$ cat src/rtl/rcc_pkg.sv
// ----------------------------------------------------------------------------
// rcc_pkg
// Types, command codes and helper functions shared by the calendar clock.
// ----------------------------------------------------------------------------
package rcc_pkg;

    typedef enum logic [1:0] {
        CMD_TICK     = 2'd0,
        CMD_SET_TIME = 2'd1,
        CMD_SET_DATE = 2'd2,
        CMD_NONE     = 2'd3
    } t_cmd;

    typedef struct packed {
        logic [1:0]  cmd;
        logic [4:0]  set_hour;
        logic [5:0]  set_minute;
        logic [5:0]  set_second;
        logic [4:0]  set_day;
        logic [3:0]  set_month;
        logic [15:0] set_year;
    } t_in_item;

    typedef struct packed {
        logic [1:0]  hour_tens;
        logic [3:0]  hour_ones;
        logic [2:0]  minute_tens;
        logic [3:0]  minute_ones;
        logic [2:0]  second_tens;
        logic [3:0]  second_ones;
        logic [4:0]  day_out;
        logic [3:0]  month_out;
        logic [15:0] year_out;
        logic        date_rejected;
    } t_out_item;

    // time of day held as bcd digits
    typedef struct packed {
        logic [1:0] h_t;
        logic [3:0] h_o;
        logic [2:0] m_t;
        logic [3:0] m_o;
        logic [2:0] s_t;
        logic [3:0] s_o;
    } t_time;

    typedef struct packed {
        logic [4:0]  day;
        logic [3:0]  month;
        logic [15:0] year;
    } t_date;

    typedef struct packed {
        logic [2:0] tens;
        logic [3:0] ones;
    } t_bcd;

    localparam t_time TIME_RESET = '{h_t: 2'd1, h_o: 4'd4, m_t: 3'd1, m_o: 4'd2,
                                     s_t: 3'd2, s_o: 4'd0};
    localparam t_date DATE_RESET = '{day: 5'd3, month: 4'd9, year: 16'd2019};

    localparam logic [3:0]  DIGIT_MAX   = 4'd9;
    localparam logic [2:0]  TENS_MAX    = 3'd5;
    localparam logic [1:0]  HOUR_T_MAX  = 2'd2;
    localparam logic [3:0]  HOUR_O_LAST = 4'd3;
    localparam logic [4:0]  HOUR_MAX    = 5'd23;
    localparam logic [5:0]  MIN_SEC_MAX = 6'd59;
    localparam logic [3:0]  MONTH_LAST  = 4'd12;
    localparam logic [13:0] DIV10_MUL   = 14'd205;
    // multiplicative inverse of 25 modulo 2^16 and the largest multiple index
    localparam logic [15:0] INV25       = 16'h5C29;
    localparam logic [15:0] DIV25_MAX   = 16'd2621;

    // binary 0..63 to two bcd digits, tens by reciprocal multiply
    function automatic t_bcd to_bcd(input logic [5:0] v);
        logic [13:0] prod;
        logic [2:0]  tens;
        logic [6:0]  tens_x10;
        t_bcd        r;
        prod     = 14'(v) * DIV10_MUL;
        tens     = prod[13:11];
        tens_x10 = 7'({tens, 3'b000}) + 7'({tens, 1'b0});
        r.tens   = tens;
        r.ones   = 4'(7'(v) - tens_x10);
        return r;
    endfunction

    function automatic logic is_leap(input logic [15:0] y);
        logic [15:0] p;
        logic        div25;
        p     = 16'(y * INV25);
        div25 = (p <= DIV25_MAX);
        return (y[1:0] == 2'b00) && (!div25 || (y[3:2] == 2'b00));
    endfunction

    function automatic logic [4:0] month_len(input logic [3:0] m, input logic leap);
        logic [4:0] len;
        case (m)
            4'd1, 4'd3, 4'd5, 4'd7, 4'd8, 4'd10, 4'd12: len = 5'd31;
            4'd4, 4'd6, 4'd9, 4'd11:                    len = 5'd30;
            4'd2:                                       len = leap ? 5'd29 : 5'd28;
            default:                                    len = 5'd0;
        endcase
        return len;
    endfunction

endpackage

$ cat src/rtl/rcc_if.sv
// ----------------------------------------------------------------------------
// rcc interfaces
// Valid/ready channels for commands into and results out of the clock.
// ----------------------------------------------------------------------------
interface rcc_cmd_if import rcc_pkg::*; ();
    logic     valid;
    logic     ready;
    t_in_item data;

    modport source (output valid, output data, input ready);
    modport sink   (input valid, input data, output ready);
endinterface

interface rcc_res_if import rcc_pkg::*; ();
    logic      valid;
    logic      ready;
    t_out_item data;

    modport source (output valid, output data, input ready);
    modport sink   (input valid, input data, output ready);
endinterface

$ cat src/rtl/rcc_date_unit.sv
// ----------------------------------------------------------------------------
// rcc_date_unit
// Next-date logic: day advance by gregorian month length and set-date check.
// ----------------------------------------------------------------------------
module rcc_date_unit import rcc_pkg::*; (
    input  t_date i_date,
    input  logic  i_advance,
    input  logic  i_set,
    input  t_date i_set_date,
    output t_date o_date,
    output logic  o_rejected
);

    logic [15:0] year_sel;
    logic        leap;
    logic [3:0]  month_sel;
    logic [4:0]  len;
    logic        set_ok;

    // one leap test shared by the set check and the day advance
    assign year_sel  = i_set ? i_set_date.year  : i_date.year;
    assign month_sel = i_set ? i_set_date.month : i_date.month;
    assign leap      = is_leap(year_sel);
    assign len       = month_len(month_sel, leap);
    assign set_ok    = (i_set_date.day != 5'd0) && (i_set_date.day <= len);

    always_comb begin
        o_date     = i_date;
        o_rejected = 1'b0;
        if (i_set) begin
            if (set_ok) begin
                o_date = i_set_date;
            end else begin
                o_rejected = 1'b1;
            end
        end else if (i_advance) begin
            if (i_date.day < len) begin
                o_date.day = i_date.day + 5'd1;
            end else begin
                o_date.day = 5'd1;
                if (i_date.month >= MONTH_LAST) begin
                    o_date.month = 4'd1;
                    o_date.year  = i_date.year + 16'd1;
                end else begin
                    o_date.month = i_date.month + 4'd1;
                end
            end
        end
    end

endmodule

$ cat src/rtl/rtc_calendar_clock_top.sv
// ----------------------------------------------------------------------------
// rtc_calendar_clock_top
// Calendar clock: tick, set time, set date and no-op commands, one result each.
// ----------------------------------------------------------------------------
// channel    direction  payload                               handshake
// i_cmd_if   in         cmd, set time and set date fields      valid/ready
// o_res_if   out        bcd time digits, date, reject flag     valid/ready
//
// one transaction per cycle sustained while results are taken; a taken command
// passes the input register, then the state and result register, to be offered.
// the time/date update is one pass of bcd counters and the date unit.
// synchronous reset loads 14:12:20 on 3 sep 2019 and empties both stages.
// a stalled result holds the pipe; the input stage still takes one more.
// ----------------------------------------------------------------------------
module rtc_calendar_clock_top import rcc_pkg::*; (
    input  logic      i_clk,
    input  logic      i_rst_n,
    rcc_cmd_if.sink   i_cmd_if,
    rcc_res_if.source o_res_if
);

    logic      r_in_valid;
    t_in_item  r_in;
    logic      r_out_valid;
    t_out_item r_out;
    t_time     r_time;
    t_date     r_date;

    t_time     n_time;
    t_date     n_date;
    t_date     set_date;
    logic      rejected;
    logic      day_wrap;
    logic      out_free;
    logic      advance;
    t_bcd      hr_bcd;
    t_bcd      mi_bcd;
    t_bcd      se_bcd;
    logic      time_ok;

    assign out_free        = !r_out_valid || o_res_if.ready;
    assign advance         = r_in_valid && out_free;
    assign i_cmd_if.ready  = !r_in_valid || out_free;
    assign o_res_if.valid  = r_out_valid;
    assign o_res_if.data   = r_out;

    always_ff @(posedge i_clk) begin
        if (!i_rst_n) begin
            r_in_valid <= 1'b0;
        end else if (i_cmd_if.ready) begin
            r_in_valid <= i_cmd_if.valid;
        end
    end

    always_ff @(posedge i_clk) begin
        if (i_cmd_if.valid && i_cmd_if.ready) begin
            r_in <= i_cmd_if.data;
        end
    end

    // time of day update
    assign hr_bcd   = to_bcd({1'b0, r_in.set_hour});
    assign mi_bcd   = to_bcd(r_in.set_minute);
    assign se_bcd   = to_bcd(r_in.set_second);
    assign time_ok  = (r_in.set_hour <= HOUR_MAX) && (r_in.set_minute <= MIN_SEC_MAX)
                      && (r_in.set_second <= MIN_SEC_MAX);
    assign day_wrap = (r_time.h_t == HOUR_T_MAX) && (r_time.h_o == HOUR_O_LAST)
                      && (r_time.m_t == TENS_MAX) && (r_time.m_o == DIGIT_MAX)
                      && (r_time.s_t == TENS_MAX) && (r_time.s_o == DIGIT_MAX);

    always_comb begin
        n_time = r_time;
        case (r_in.cmd)
            CMD_TICK: begin
                if (r_time.s_o != DIGIT_MAX) begin
                    n_time.s_o = r_time.s_o + 4'd1;
                end else begin
                    n_time.s_o = 4'd0;
                    if (r_time.s_t != TENS_MAX) begin
                        n_time.s_t = r_time.s_t + 3'd1;
                    end else begin
                        n_time.s_t = 3'd0;
                        if (r_time.m_o != DIGIT_MAX) begin
                            n_time.m_o = r_time.m_o + 4'd1;
                        end else begin
                            n_time.m_o = 4'd0;
                            if (r_time.m_t != TENS_MAX) begin
                                n_time.m_t = r_time.m_t + 3'd1;
                            end else begin
                                n_time.m_t = 3'd0;
                                if (r_time.h_t == HOUR_T_MAX && r_time.h_o == HOUR_O_LAST) begin
                                    n_time.h_t = 2'd0;
                                    n_time.h_o = 4'd0;
                                end else if (r_time.h_o == DIGIT_MAX) begin
                                    n_time.h_o = 4'd0;
                                    n_time.h_t = r_time.h_t + 2'd1;
                                end else begin
                                    n_time.h_o = r_time.h_o + 4'd1;
                                end
                            end
                        end
                    end
                end
            end
            CMD_SET_TIME: begin
                if (time_ok) begin
                    n_time.h_t = hr_bcd.tens[1:0];
                    n_time.h_o = hr_bcd.ones;
                    n_time.m_t = mi_bcd.tens;
                    n_time.m_o = mi_bcd.ones;
                    n_time.s_t = se_bcd.tens;
                    n_time.s_o = se_bcd.ones;
                end
            end
            default: begin
                n_time = r_time;
            end
        endcase
    end

    assign set_date = '{day: r_in.set_day, month: r_in.set_month, year: r_in.set_year};

    rcc_date_unit u_date (
        .i_date     (r_date),
        .i_advance  ((r_in.cmd == CMD_TICK) && day_wrap),
        .i_set      (r_in.cmd == CMD_SET_DATE),
        .i_set_date (set_date),
        .o_date     (n_date),
        .o_rejected (rejected)
    );

    always_ff @(posedge i_clk) begin
        if (!i_rst_n) begin
            r_out_valid <= 1'b0;
            r_time      <= TIME_RESET;
            r_date      <= DATE_RESET;
        end else begin
            if (out_free) begin
                r_out_valid <= r_in_valid;
            end
            if (advance) begin
                r_time <= n_time;
                r_date <= n_date;
            end
        end
    end

    always_ff @(posedge i_clk) begin
        if (advance) begin
            r_out.hour_tens     <= n_time.h_t;
            r_out.hour_ones     <= n_time.h_o;
            r_out.minute_tens   <= n_time.m_t;
            r_out.minute_ones   <= n_time.m_o;
            r_out.second_tens   <= n_time.s_t;
            r_out.second_ones   <= n_time.s_o;
            r_out.day_out       <= n_date.day;
            r_out.month_out     <= n_date.month;
            r_out.year_out      <= n_date.year;
            r_out.date_rejected <= rejected;
        end
    end

endmodule

$ cat src/flat_wrapper.sv
// flat-port wrapper written by rule: the top's interface ports become plain ports
module rtc_calendar_clock_top_flat import rcc_pkg::*;
  (i_clk, i_rst_n, i_cmd_if_valid, i_cmd_if_data, i_cmd_if_ready, o_res_if_valid, o_res_if_data, o_res_if_ready);
  rcc_cmd_if i_cmd_if_i ();
  rcc_res_if o_res_if_i ();
  input  logic i_clk;
  input  logic i_rst_n;
  input wire logic [$bits(i_cmd_if_i.valid)-1:0] i_cmd_if_valid;
  input wire logic [$bits(i_cmd_if_i.data)-1:0] i_cmd_if_data;
  output wire logic [$bits(i_cmd_if_i.ready)-1:0] i_cmd_if_ready;
  output wire logic [$bits(o_res_if_i.valid)-1:0] o_res_if_valid;
  output wire logic [$bits(o_res_if_i.data)-1:0] o_res_if_data;
  input wire logic [$bits(o_res_if_i.ready)-1:0] o_res_if_ready;
  assign i_cmd_if_i.valid = i_cmd_if_valid;
  assign i_cmd_if_i.data = i_cmd_if_data;
  assign i_cmd_if_ready = i_cmd_if_i.ready;
  assign o_res_if_valid = o_res_if_i.valid;
  assign o_res_if_data = o_res_if_i.data;
  assign o_res_if_i.ready = o_res_if_ready;
  rtc_calendar_clock_top u_core (.i_clk(i_clk), .i_rst_n(i_rst_n), .i_cmd_if(i_cmd_if_i), .o_res_if(o_res_if_i));
endmodule
$ cat config.mk
export PLATFORM = sky130hd
export DESIGN_NAME = rtc_calendar_clock_top_flat
export DESIGN_NICKNAME = d
export VERILOG_FILES = /design/src/rtl/rcc_pkg.sv /design/src/rtl/rcc_if.sv /design/src/rtl/rcc_date_unit.sv /design/src/rtl/rtc_calendar_clock_top.sv /design/src/flat_wrapper.sv
export SDC_FILE = /design/constraint.sdc
export NUM_CORES = 1
export LEC_CHECK = 0
export ABC_AREA = 1
export BUFFER_PORTS_ARGS = -buffer_cell sky130_fd_sc_hd__buf_2
export CAP_MARGIN = 20
export CELL_PAD_IN_SITES_DETAIL_PLACEMENT = 0
export CELL_PAD_IN_SITES_GLOBAL_PLACEMENT = 2
export CORE_AREA = 3 3 174 176
export CTS_BUF_LIST = sky130_fd_sc_hd__clkbuf_2
export DETAILED_ROUTE_END_ITERATION = 10
export DIE_AREA = 0 0 177 179
export HOLD_SLACK_MARGIN = 0.15
export PLACE_DENSITY_LB_ADDON = 0.08
export SLEW_MARGIN = 5
export SYNTH_ARGS = -nofsm -noshare
export SYNTH_HDL_FRONTEND = slang
export SYNTH_SLANG_ARGS = --single-unit
$ cat constraint.sdc
create_clock -name i_clk -period 9.17 [get_ports i_clk]
set_input_delay 0.917 -clock i_clk [delete_from_list [all_inputs] [get_ports i_clk]]
set_output_delay 0.917 -clock i_clk [all_outputs]
set_load 0.01 [all_outputs]
==> results.md, run 1 <==
* Drt initial violations at 403
* Fillers at 2,972
* Port Buffer Count at 95
* H-Tree Level Count at 4
* CTS clk-pin slew, worst paths at 230 ps
* Core Area at 28,800 um^2
* Normalized max-slew margin at 32.2%
* CP Buf/Inv Count at 8
* Std cell rows at 62
* Power Dens Cells at 191 nW/um^2
* Routed Wire Length at 28,300 um
* Clock Root Buffer: clkbuf_2
* Number of flops mapped to enable cells by yosys at 90
* Cells after Synth at 1,297
* Syn-to-layout area delta at 11.1%
* Setup TNS at 0 ps
* Family with the most delay on the worst path: adder cells
* DIE AREA at 31,700 um^2
* Fin. Hold Viols at 0
* Vias/cell at 4.91
* Io pins at 96
* Gr usage total at 18.7%
* HPWL after detailed placement at 21,600 um
* HP Start: i_cmd_if_data[30]
* Reg2reg path depth at 30
* Synth Net Count at 1,545
* Crit path max fanout at 22
* Crit start category: register
* Fin crit period at 8070 ps
* Slowest-stage cell, CP: edfxtp_1
* Min-delay worst type: primary input to register
* Post-synthesis cell type count at 49
* Critical setup path kind: register to register
* Register area share after synthesis at 33.4%
* Worst-skew pair later-pin latency at 790 ps
* Drt wl/cell at 15.8 um
* Post-synthesis register bit count at 137
* Final core utilization at 42.1%
* First-pass iteration count of the detailed router at 5
* Avg Inst Size Synth at 8.42 um^2
* R2r endpoint: u_core.o_res_if.data[14]$_DFFE_PP_
* Largest stage delay, worst path at 840 ps
* Leak pwr at 5.99 nW
* Asr flop ratio synth at 0%
* Die Height at 179 um
* Commonest non-fill, non-tap cells in the layout: 234 x inv_1, 204 x nand2_1, 168 x ha_1, 95 x buf_2, 91 x a21oi_1
* Die Width at 177 um
* VDD IR max at 0.136 mV
* Initial Util at 37.9%
* Via count at 8,783
* Bufs on Longest Clock Path at 2
* First-pass GRT wire length at 46,600 um
* Total CTS buffers at 17
* Final antenna-violating net count at 0
* Most common cell after layout, fill and taps aside: inv_1
* Initial antenna violation count at 1
* Area taken by multi-input logic gates at 6210 um^2
* Worst Path Arrival at 8600 ps
* Hold Path Cell Cnt at 1
* Final-stage net count at 1,638
* Final RePlAce weighted congestion at 0.792
* Outcome: completed
* CP dominant cell by count: inv_1
* Crit path capture type: register
* Final period utilization at 88.0%
* Largest net degree at the start of global routing at 81
* RSZ-0062 raised after global routing: no
* Clock Sinks at 137
* Ys flop type: edfxtp_1
* R2R Setup Slk at 1100 ps
* Req. time, crit path at 9700 ps
* Ys Warns at 0
* Hold path endpoint: u_core.r_in[30]$_DFFE_PP_
* Register area at 3640 um^2
* Max Cap Viol at 0
* Share of layout cells above drive strength 1 at 12.6%
* Synth Cell Area at 10,900 um^2
* Fmax at 124 MHz
* Setup Viol. Count Final at 0
* Total congestion overflow at 0
* CTS tree: built
* Final count of pins violating max slew at 0
* Reg-to-Reg Start: u_core.r_in[43]$_DFFE_PP_
* Drt drc at 0
* Setup bufs post-CTS at 0
* Vias in the first global route at 8,626
* Layout Skew at 54.1 ps
* Worst Tran Pin Value at 1010 ps
==> per-stage QoR <==
stage | hold WS [ps] | setup slack, ps | cell area [um^2] | cells | total power [mW]
after floorplan | 481 | 2280 | 10900 | 1297 | 1.61
after global placement | 517 | 1320 | 11800 | 1754 | 1.89
after detailed placement | 528 | 1060 | 11800 | 1754 | 1.89
after CTS | 158 | 1030 | 12100 | 1786 | 2.36
after global routing | 166 | 301 | 12100 | 1789 | 2.59
final | 281 | 1100 | 12100 | 1789 | 2.31
==> worst register-to-register path: cells and delay by family, from the launching register on <==
| family | cells | cell delay, ps |
|---|---|---|
| adders and majority gates | 8 | 3060 |
| AOI/OAI and AO/OA | 5 | 1570 |
| and+or+nand+nor | 9 | 1220 |
| buffers and inverters | 8 | 1130 |
| DFF | 1 | 840 |
==> logic make-up (layout without fill, tap and decap cells) <==
family	Yosys count	after routing	synth area share [%]
other	0	2	0
buffers and inverters	279	385	9.83
muxes	1	1	0.103
xor gates and xnor gates	27	27	2.17
and+or+nand+nor	431	431	17.8
DFF	137	137	33.4
adders and majority gates	200	200	25.1
AOI/OAI and AO/OA	222	222	11.6
==> where the power goes <==
part / leakage [nW] / switching [mW] / internal [mW] / total (mW)
Combinational: 4.57 / 0.679 / 0.441 / 1.12
Sequential: 1.25 / 0.0353 / 0.709 / 0.744
Clock: 0.175 / 0.241 / 0.208 / 0.449
==> registers in the layout, summed over array words and instances, names as in the netlist <==
name / cells
u_core.o_res_if.data: 46
u_core.o_res_if.valid: 1
u_core.r_date: 25
u_core.r_in: 44
u_core.r_in_valid: 1
u_core.r_time: 20
==> area by class of cell <==
cell class	count	area share, %
Multi-Input combinational cell	881	51.2
Sequential cell	137	30.0
Inverter	246	7.64
Timing Repair Buffer	107	4.68
Tap cell	384	3.96
Clock inverter	13	1.67
Clock buffer	19	0.784
Antenna cell	2	0.0413
==> what timing repair did <==
item,4_1_cts,5_1_grt
hold buffers,0,1
hold endpoints to repair,0,1
resized for setup,0,0
==> layer usage <==
layer  vias up  routed length [um]  global-route usage (%)
met5         -                   0                       0
met4         0                 365                    4.84
met2       163               12800                    29.6
met1      4065               14200                    26.7
met3        20                 944                    3.09
li1       4535                   -                       -
==> synthesized netlist by cell type, types with 2 or more instances <==
cell type / number / area, um^2
nor3_1: 13 / 65.1
nor2_2: 5 / 31.3
nand2_2: 9 / 56.3
nand2_4: 2 / 22.5
nor3_4: 3 / 48.8
inv_2: 7 / 26.3
nand3b_1: 3 / 22.5
nor4_1: 2 / 12.5
o221ai_1: 12 / 105
inv_1: 235 / 882
nand3_1: 80 / 400
o2111ai_1: 3 / 26.3
o21a_1: 2 / 15.0
o21bai_1: 2 / 15.0
o22ai_1: 6 / 37.5
buf_6: 2 / 22.5
xor2_1: 17 / 149
edfxtp_1: 90 / 2700
ha_1: 168 / 2100
dfxtp_1: 47 / 941
a32oi_1: 3 / 26.3
xnor2_1: 10 / 87.6
a221o_1: 2 / 20.0
nand4_1: 27 / 169
nand2_1: 205 / 769
fa_1: 32 / 641
o21ai_1: 7 / 35.0
buf_4: 2 / 15.0
nor2_1: 73 / 274
o21ai_0: 72 / 360
o211ai_1: 11 / 82.6
buf_1: 4 / 15.0
a21oi_1: 91 / 455
a211oi_1: 6 / 45.0
clkinv_1: 3 / 11.3
or2_2: 5 / 31.3
clkbuf_1: 24 / 90.1
==> worst max path at each step <==
stage / start / endpoint / slack (ps) / cells past startpoint
2_1_floorplan: u_core.r_in[42]$_DFFE_PP_ / u_core.r_date[5]$_SDFFE_PN1P_ / 2280 / 35
3_3_place_gp: u_core.r_in[43]$_DFFE_PP_ / u_core.o_res_if.data[14]$_DFFE_PP_ / 1320 / 35
3_5_place_dp: u_core.r_in[43]$_DFFE_PP_ / u_core.o_res_if.data[14]$_DFFE_PP_ / 1060 / 30
4_1_cts: u_core.r_in[43]$_DFFE_PP_ / u_core.o_res_if.data[14]$_DFFE_PP_ / 1030 / 30
5_1_grt: u_core.r_in[43]$_DFFE_PP_ / u_core.o_res_if.data[14]$_DFFE_PP_ / 300 / 30
6_report: u_core.r_in[43]$_DFFE_PP_ / u_core.o_res_if.data[14]$_DFFE_PP_ / 1100 / 30
Power figures use the tool's default switching activity.
==> run 2: changes to the inputs <==
--- a/config.mk
+++ b/config.mk
@@ -8,12 +8,12 @@
 export ABC_AREA = 1
 export BUFFER_PORTS_ARGS = -buffer_cell sky130_fd_sc_hd__buf_2
 export CAP_MARGIN = 20
-export CELL_PAD_IN_SITES_DETAIL_PLACEMENT = 0
-export CELL_PAD_IN_SITES_GLOBAL_PLACEMENT = 2
-export CORE_AREA = 3 3 174 176
+export CELL_PAD_IN_SITES_DETAIL_PLACEMENT = 1
+export CELL_PAD_IN_SITES_GLOBAL_PLACEMENT = 1
+export CORE_AREA = 3 3 157 159
 export CTS_BUF_LIST = sky130_fd_sc_hd__clkbuf_2
 export DETAILED_ROUTE_END_ITERATION = 10
-export DIE_AREA = 0 0 177 179
+export DIE_AREA = 0 0 160 162
 export HOLD_SLACK_MARGIN = 0.15
 export PLACE_DENSITY_LB_ADDON = 0.08
 export SLEW_MARGIN = 5
==> run 2 against run 1 <==
Against the previous run: via count grew 4.3%; non-clock buffer count shrank 1; combinational power grew 4%; setup slack gained 280 ps; first-iteration DRC count grew 0.25%; power grew 0.41%; final cell count shrank 3.7%; clock-buffer cell count is the same; global-route usage grew 4.6 points; clock power shrank 8.0%; sequential power is essentially flat; critical endpoint is now u_core.r_date[3]$_SDFFE_PN0P_; largest power group unchanged; highest routed layer unchanged.
==> results.md, run 2 (synthesized netlist as in run 1, its figures left out) <==
* R2R Setup Slk at 1370 ps (+280 ps)
* Initial Util at 46.6% (+8.7 points)
* Vias/cell at 5.32 (+8.3%)
* First-pass GRT wire length at 49,100 um (+5.5%)
* Clock Power Share at 17.8% (-1.6 points)
* Crit path from: u_core.r_in[43]$_DFFE_PP_
* GR Util met3 at 3.24% (+0.15 points)
* Total congestion overflow at 0 (unchanged)
* Clock Sinks at 137 (unchanged)
* Slowest-stage cell, CP: fa_1
* Crit path capture type: register
* Layout Skew at 67.3 ps (+13.1 ps)
* Global routing's busiest layer: met2
* Most common cell after layout, fill and taps aside: inv_1
* Clock Root Buffer: clkbuf_2
* Setup bufs post-CTS at 0 (unchanged)
* Syn-to-layout area delta at 9.89%
* Bufs on Longest Clock Path at 2 (unchanged)
* Largest net degree at the start of global routing at 79 (-2.5%)
* Total CTS buffers at 17 (unchanged)
* Vias in the first global route at 9,607 (+11%)
* DP Worst Slack at 1430 ps (+363 ps)
* Drt wl/cell at 17.2 um (+9.1%)
* Crit start category: register
* CTS clk-pin slew, worst paths at 290 ps (+60 ps)
* Sw Pwr at 1.01 mW (+5.3%)
* Core Area at 23,400 um^2 (-19%)
* Seq pwr share at 32.0% (-0.2 points)
* Std cell rows at 56 (-9.7%)
* Final antenna-violating net count at 0 (unchanged)
* Initial antenna violation count at 1 (unchanged)
* Port Buffer Count at 95 (unchanged)
* Routed Wire Length at 29,700 um (+5.0%)
* Final Instance Area at 12,000 um^2 (-1.1%)
* Internal power at 1.32 mW (-3.1%)
* Fmax at 128 MHz (+3.5%)
* RSZ-0062 raised after global routing: no
* Crit path max fanout at 29 (+32%)
* Setup crit end: u_core.r_date[3]$_SDFFE_PN0P_
* Outcome: completed
* DIE AREA at 25,900 um^2 (-18%)
* Max Cap Viol at 0 (unchanged)
* HPWL after detailed placement at 22,900 um (+6.0%)
* Setup TNS at 0 ps (unchanged)
* Setup Viol. Count Final at 0 (unchanged)
* Normalized max-slew margin at 33.0% (+0.78 points)
* Cts hold-fix bufs at 0 (unchanged)
* Die Width at 160 um (-9.6%)
* Reg2reg path depth at 34 (+13%)
* DP Area at 11,700 um^2 (-0.73%)
* Reg-to-Reg Start: u_core.r_in[43]$_DFFE_PP_
* Gr usage total at 23.3% (+4.6 points)
* Max reg flops at 46 (unchanged)
* Drt initial violations at 404 (+0.25%)
* Final RePlAce weighted congestion at 0.820 (+3.6%)
* Worst Path Arrival at 8460 ps (-140 ps)
* Commonest non-fill, non-tap cells in the layout: 234 x inv_1, 204 x nand2_1, 168 x ha_1, 95 x buf_2, 91 x a21oi_1
* Final-stage net count at 1,637 (-0.061%)
* M2 GR Usage at 40.0% (+10 points)
* Family with the most delay on the worst path: adder cells
* Worst-skew pair later-pin latency at 780 ps (about the same)
* Crit path depth at 34 (+13%)
* CP dominant cell by count: inv_1
* Largest stage delay, worst path at 550 ps (-290 ps)
* Req. time, crit path at 9830 ps (+130 ps)
* Gate power share at 50.2% (+1.8 points)
* Final count of pins violating max slew at 0 (unchanged)
* Via count at 9,158 (+4.3%)
* Final worst slack at 1370 ps (+276 ps)
* H-Tree Level Count at 4 (unchanged)
* CTS tree: built
* Post-CTS Resized at 0 (unchanged)
* Leak pwr at 5.97 nW (-0.35%)
* CP Buf/Inv Count at 10 (+2)
* R2r endpoint: u_core.r_date[3]$_SDFFE_PN0P_
* VDD IR max at 0.143 mV (+5.4%)
* Power Dens Cells at 194 nW/um^2 (+1.5%)
* Die Height at 162 um (-9.5%)
* Min-delay worst type: primary input to register
* Switching Fraction at 43.3% (+2.0 points)
* Share of layout cells above drive strength 1 at 12.7% (+0.080 points)
* First-pass iteration count of the detailed router at 5 (unchanged)
* Io pins at 96 (unchanged)
* Drt drc at 0 (unchanged)
* Critical setup path kind: register to register
* Final period utilization at 85.0% (-3.0 points)
* Fin crit period at 7800 ps (-276 ps)
* Met1 Usage GRT at 31.3% (+4.6 points)
* Fin. Hold Viols at 0 (unchanged)
* Worst Tran Pin Value at 995 ps (-11.6 ps)
run 2: area by class of cell:
type                       instances  area, um^2
sequential                       137        3640
inverter                         246         927
timing repair buffer             106         558
multi-input combinational        881        6200
tap                              319         399
clock inverter                    13         169
antenna                            1        2.50
clock buffer                      19        95.1
fill                            2926       11400
run 2: worst min-delay path by stage:
stage	slack [ps]	from	depth (start not counted)	endpoint
4_1_cts	230	i_cmd_if_data[20]	1	u_core.r_in[20]$_DFFE_PP_
2_1_floorplan	480	u_core.r_date[8]$_SDFFE_PN1P_	2	u_core.r_date[8]$_SDFFE_PN1P_
3_3_place_gp	520	u_core.o_res_if.valid$_SDFFE_PN0P_	2	u_core.o_res_if.valid$_SDFFE_PN0P_
3_5_place_dp	530	u_core.o_res_if.valid$_SDFFE_PN0P_	2	u_core.o_res_if.valid$_SDFFE_PN0P_
6_report	280	i_cmd_if_data[22]	1	u_core.r_in[22]$_DFFE_PP_
5_1_grt	250	i_cmd_if_data[22]	1	u_core.r_in[22]$_DFFE_PP_
run 2: per-stage QoR:
step | util [%] | hold slack, ps | total power [mW] | std cells
floorplan | - | 481 | 1.61 | 1297
finish | 51.3 | 276 | 2.32 | 1722
detailed placement | 50.1 | 532 | 1.93 | 1689
global route | 51.3 | 247 | 2.56 | 1722
global placement | 50.1 | 520 | 1.87 | 1689
CTS | 51.3 | 228 | 2.35 | 1721
run 2: layer usage:
| layer | wire length [um] | vias up | share of wire (%) |
|---|---|---|---|
| met1 | 13700 | 4427 | 46 |
| met4 | 425 | 0 | 1.4 |
| met2 | 14400 | 167 | 49 |
| met5 | 0 | - | 0 |
| li1 | - | 4534 | - |
| met3 | 1130 | 30 | 3.8 |
run 2: power by group through the flow:
stage	Clock (mW)	Combinational, mW	Sequential [mW]
after global routing	0.446	1.37	0.750
after global placement	0	1.12	0.756
after floorplan	0	0.859	0.752
final	0.413	1.16	0.744
after CTS	0.426	1.18	0.744
after detailed placement	0	1.17	0.757
run 2: worst register-to-register path, delay by kind of cell (launching register included):
family / cells / cell delay [ps]
buf+inv: 10 / 1630
compound gates: 6 / 1340
fa+ha+maj: 8 / 3010
simple gates: 10 / 1390
flops: 1 / 370
==> run 3: changes to the inputs <==
--- a/config.mk
+++ b/config.mk
@@ -10,10 +10,10 @@
 export CAP_MARGIN = 20
 export CELL_PAD_IN_SITES_DETAIL_PLACEMENT = 1
 export CELL_PAD_IN_SITES_GLOBAL_PLACEMENT = 1
-export CORE_AREA = 3 3 157 159
+export CORE_AREA = 5 5 172 174
 export CTS_BUF_LIST = sky130_fd_sc_hd__clkbuf_2
 export DETAILED_ROUTE_END_ITERATION = 10
-export DIE_AREA = 0 0 160 162
+export DIE_AREA = 0 0 177 179
 export HOLD_SLACK_MARGIN = 0.15
 export PLACE_DENSITY_LB_ADDON = 0.08
 export SLEW_MARGIN = 5
==> run 3 against run 2 <==
Against the previous run: via count is 0.75% lower; largest cell class unchanged; clock power is 7.0% lower; core utilization is 7.6 points lower; die area is 22% higher; final cell count is 3.5% higher; highest routed layer unchanged; maximum frequency is 3.0% lower; first-iteration DRC count is 7.7% lower; clock skew is 23 ps lower; setup slack worse by 240 ps; cell area is 0.47% higher.
==> results.md, run 3 (synthesized netlist as in run 1, its figures left out) <==
* Initial antenna violation count at 1 (unchanged)
* Port Buffer Count at 95 (unchanged)
* Req. time, crit path at 9680 ps (-150 ps)
* Final RePlAce weighted congestion at 0.812 (-1.0%)
* Bufs on Longest Clock Path at 2 (unchanged)
* DIE AREA at 31,700 um^2 (+22%)
* Worst-skew pair later-pin latency at 770 ps (about the same)
* Die Width at 177 um (+11%)
* Clock Root Buffer: clkbuf_2
* Slowest-stage cell, CP: inv_1
* H-Tree Level Count at 4 (unchanged)
* VDD IR max at 0.0822 mV (-43%)
* Gr usage total at 19.5% (-3.8 points)
* Io pins at 96 (unchanged)
* Post-CTS Resized at 0 (unchanged)
* Initial Util at 39.5% (-7.1 points)
* Crit path capture type: register
* Power Dens Cells at 189 nW/um^2 (-2.4%)
* Setup TNS at 0 ps (unchanged)
* Critical setup path kind: register to register
* Drt initial violations at 373 (-7.7%)
* Routed Wire Length at 30,300 um (+2.2%)
* Worst Tran Pin Value at 940 ps (-55.0 ps)
* Most common cell after layout, fill and taps aside: inv_1
* Clock Sinks at 137 (unchanged)
* Worst Path Arrival at 8550 ps (+90 ps)
* Core Area at 27,600 um^2 (+18%)
* Layout Skew at 44.6 ps (-22.6 ps)
* First-pass GRT wire length at 49,100 um (unchanged)
* Overall power at 2.28 mW (-1.9%)
* Vias/cell at 5.10 (-4.1%)
* CTS clk-pin slew, worst paths at 250 ps (-40 ps)
* CTS tree: built
* Std cell rows at 61 (+8.9%)
* Total CTS buffers at 17 (unchanged)
* Vias in the first global route at 9,513 (-0.98%)
* Total congestion overflow at 0 (unchanged)
* Largest stage delay, worst path at 690 ps (+140 ps)
* Max Cap Viol at 0 (unchanged)
* Final antenna-violating net count at 0 (unchanged)
* Cts hold-fix bufs at 0 (unchanged)
* Setup bufs post-CTS at 0 (unchanged)
* Fmax at 124 MHz (-3.0%)
* Via count at 9,089 (-0.75%)
* Final-stage net count at 1,638 (+0.061%)
* HPWL after detailed placement at 23,500 um (+2.6%)
* Die Height at 179 um (+10%)
* Commonest non-fill, non-tap cells in the layout: 234 x inv_1, 204 x nand2_1, 168 x ha_1, 95 x buf_2, 91 x a21oi_1
* Syn-to-layout area delta at 10.4%
* Final period utilization at 87.7% (+2.6 points)
* Normalized max-slew margin at 37.2% (+4.2 points)
* Largest net degree at the start of global routing at 57 (-28%)
* Fin. Hold Viols at 0 (unchanged)
* Min-delay worst type: primary input to register
* Crit start category: register
* Final Instance Area at 12,100 um^2 (+0.47%)
* Fin crit period at 8040 ps (+243 ps)
* Share of layout cells above drive strength 1 at 12.7% (about the same)
* Fillers at 3,436 (+17%)
* Outcome: completed
* Max reg flops at 46 (unchanged)
* Leak pwr at 5.96 nW (-0.31%)
* RSZ-0062 raised after global routing: no
* First-pass iteration count of the detailed router at 4 (-1)
* Crit path max fanout at 30 (+3.4%)
* Drt wl/cell at 17.0 um (-1.3%)
* DP Area at 11,800 um^2 (+0.74%)
* Final count of pins violating max slew at 0 (unchanged)
* Drt drc at 0 (unchanged)
* Setup Viol. Count Final at 0 (unchanged)
run 3: changes by cell type in the layout (fill, tap and decap cells not counted), moves of 2 or more:
cell,before,now
clkinv_4,4,0
clkinvlp_4,1,4
clkbuf_2,19,17
clkinv_2,3,5
run 3: through the flow:
step | worst slack, ps | instances | hold WS, ps | utilization (%)
3_3_place_gp | 1260 | 1749 | 520 | 42.8
3_5_place_dp | 1070 | 1749 | 527 | 42.8
4_1_cts | 1020 | 1781 | 187 | 43.6
6_report | 1130 | 1782 | 303 | 43.6
5_1_grt | 396 | 1782 | 198 | 43.6
2_1_floorplan | 2280 | 1297 | 481 | -
run 3: cell type report:
| type | count | area [um^2] | area share (%) |
|---|---|---|---|
| Antenna cell | 1 | 2.50 | 0.0208 |
| Timing Repair Buffer | 107 | 566 | 4.69 |
| Clock buffer | 17 | 85.1 | 0.706 |
| Sequential cell | 137 | 3640 | 30.2 |
| Multi-Input combinational cell | 881 | 6210 | 51.5 |
| Tap cell | 378 | 473 | 3.92 |
| Clock inverter | 15 | 149 | 1.24 |
| Inverter | 246 | 927 | 7.69 |
run 3: where the power goes:
part           total (mW)  leakage [nW]  internal [mW]  switching [mW]
clock network       0.384         0.135          0.125           0.259
logic                1.15          4.57          0.446           0.703
registers           0.744          1.25          0.709          0.0356
run 3: final timing paths:
| kind | from | end | slack (ps) | depth (start not counted) |
|---|---|---|---|---|
| hold reg to reg | u_core.o_res_if.valid$_SDFFE_PN0P_ | u_core.o_res_if.valid$_SDFFE_PN0P_ | 550 | 2 |
| setup / recovery | u_core.r_in[42]$_DFFE_PP_ | u_core.o_res_if.data[18]$_DFFE_PP_ | 1130 | 30 |
| setup reg to reg | u_core.r_in[42]$_DFFE_PP_ | u_core.o_res_if.data[18]$_DFFE_PP_ | 1130 | 30 |
| hold / removal | i_cmd_if_data[8] | u_core.r_in[8]$_DFFE_PP_ | 300 | 1 |
run 3: critical path, delay by kind of cell (launching register included):
family	cells	cell delay [ps]
adders and majority gates	8	3020
buffers and inverters	7	1490
AOI/OAI and AO/OA	4	1200
and+or+nand+nor	11	1560
DFF	1	520
run 3: routing by layer:
metal / wire, um / track usage (%) / up-vias
met5: 0 / 0 / -
met4: 291 / 4.13 / 0
met3: 915 / 2.91 / 15
met2: 14500 / 33.3 / 120
met1: 14600 / 26.5 / 4420
li1: - / - / 4534
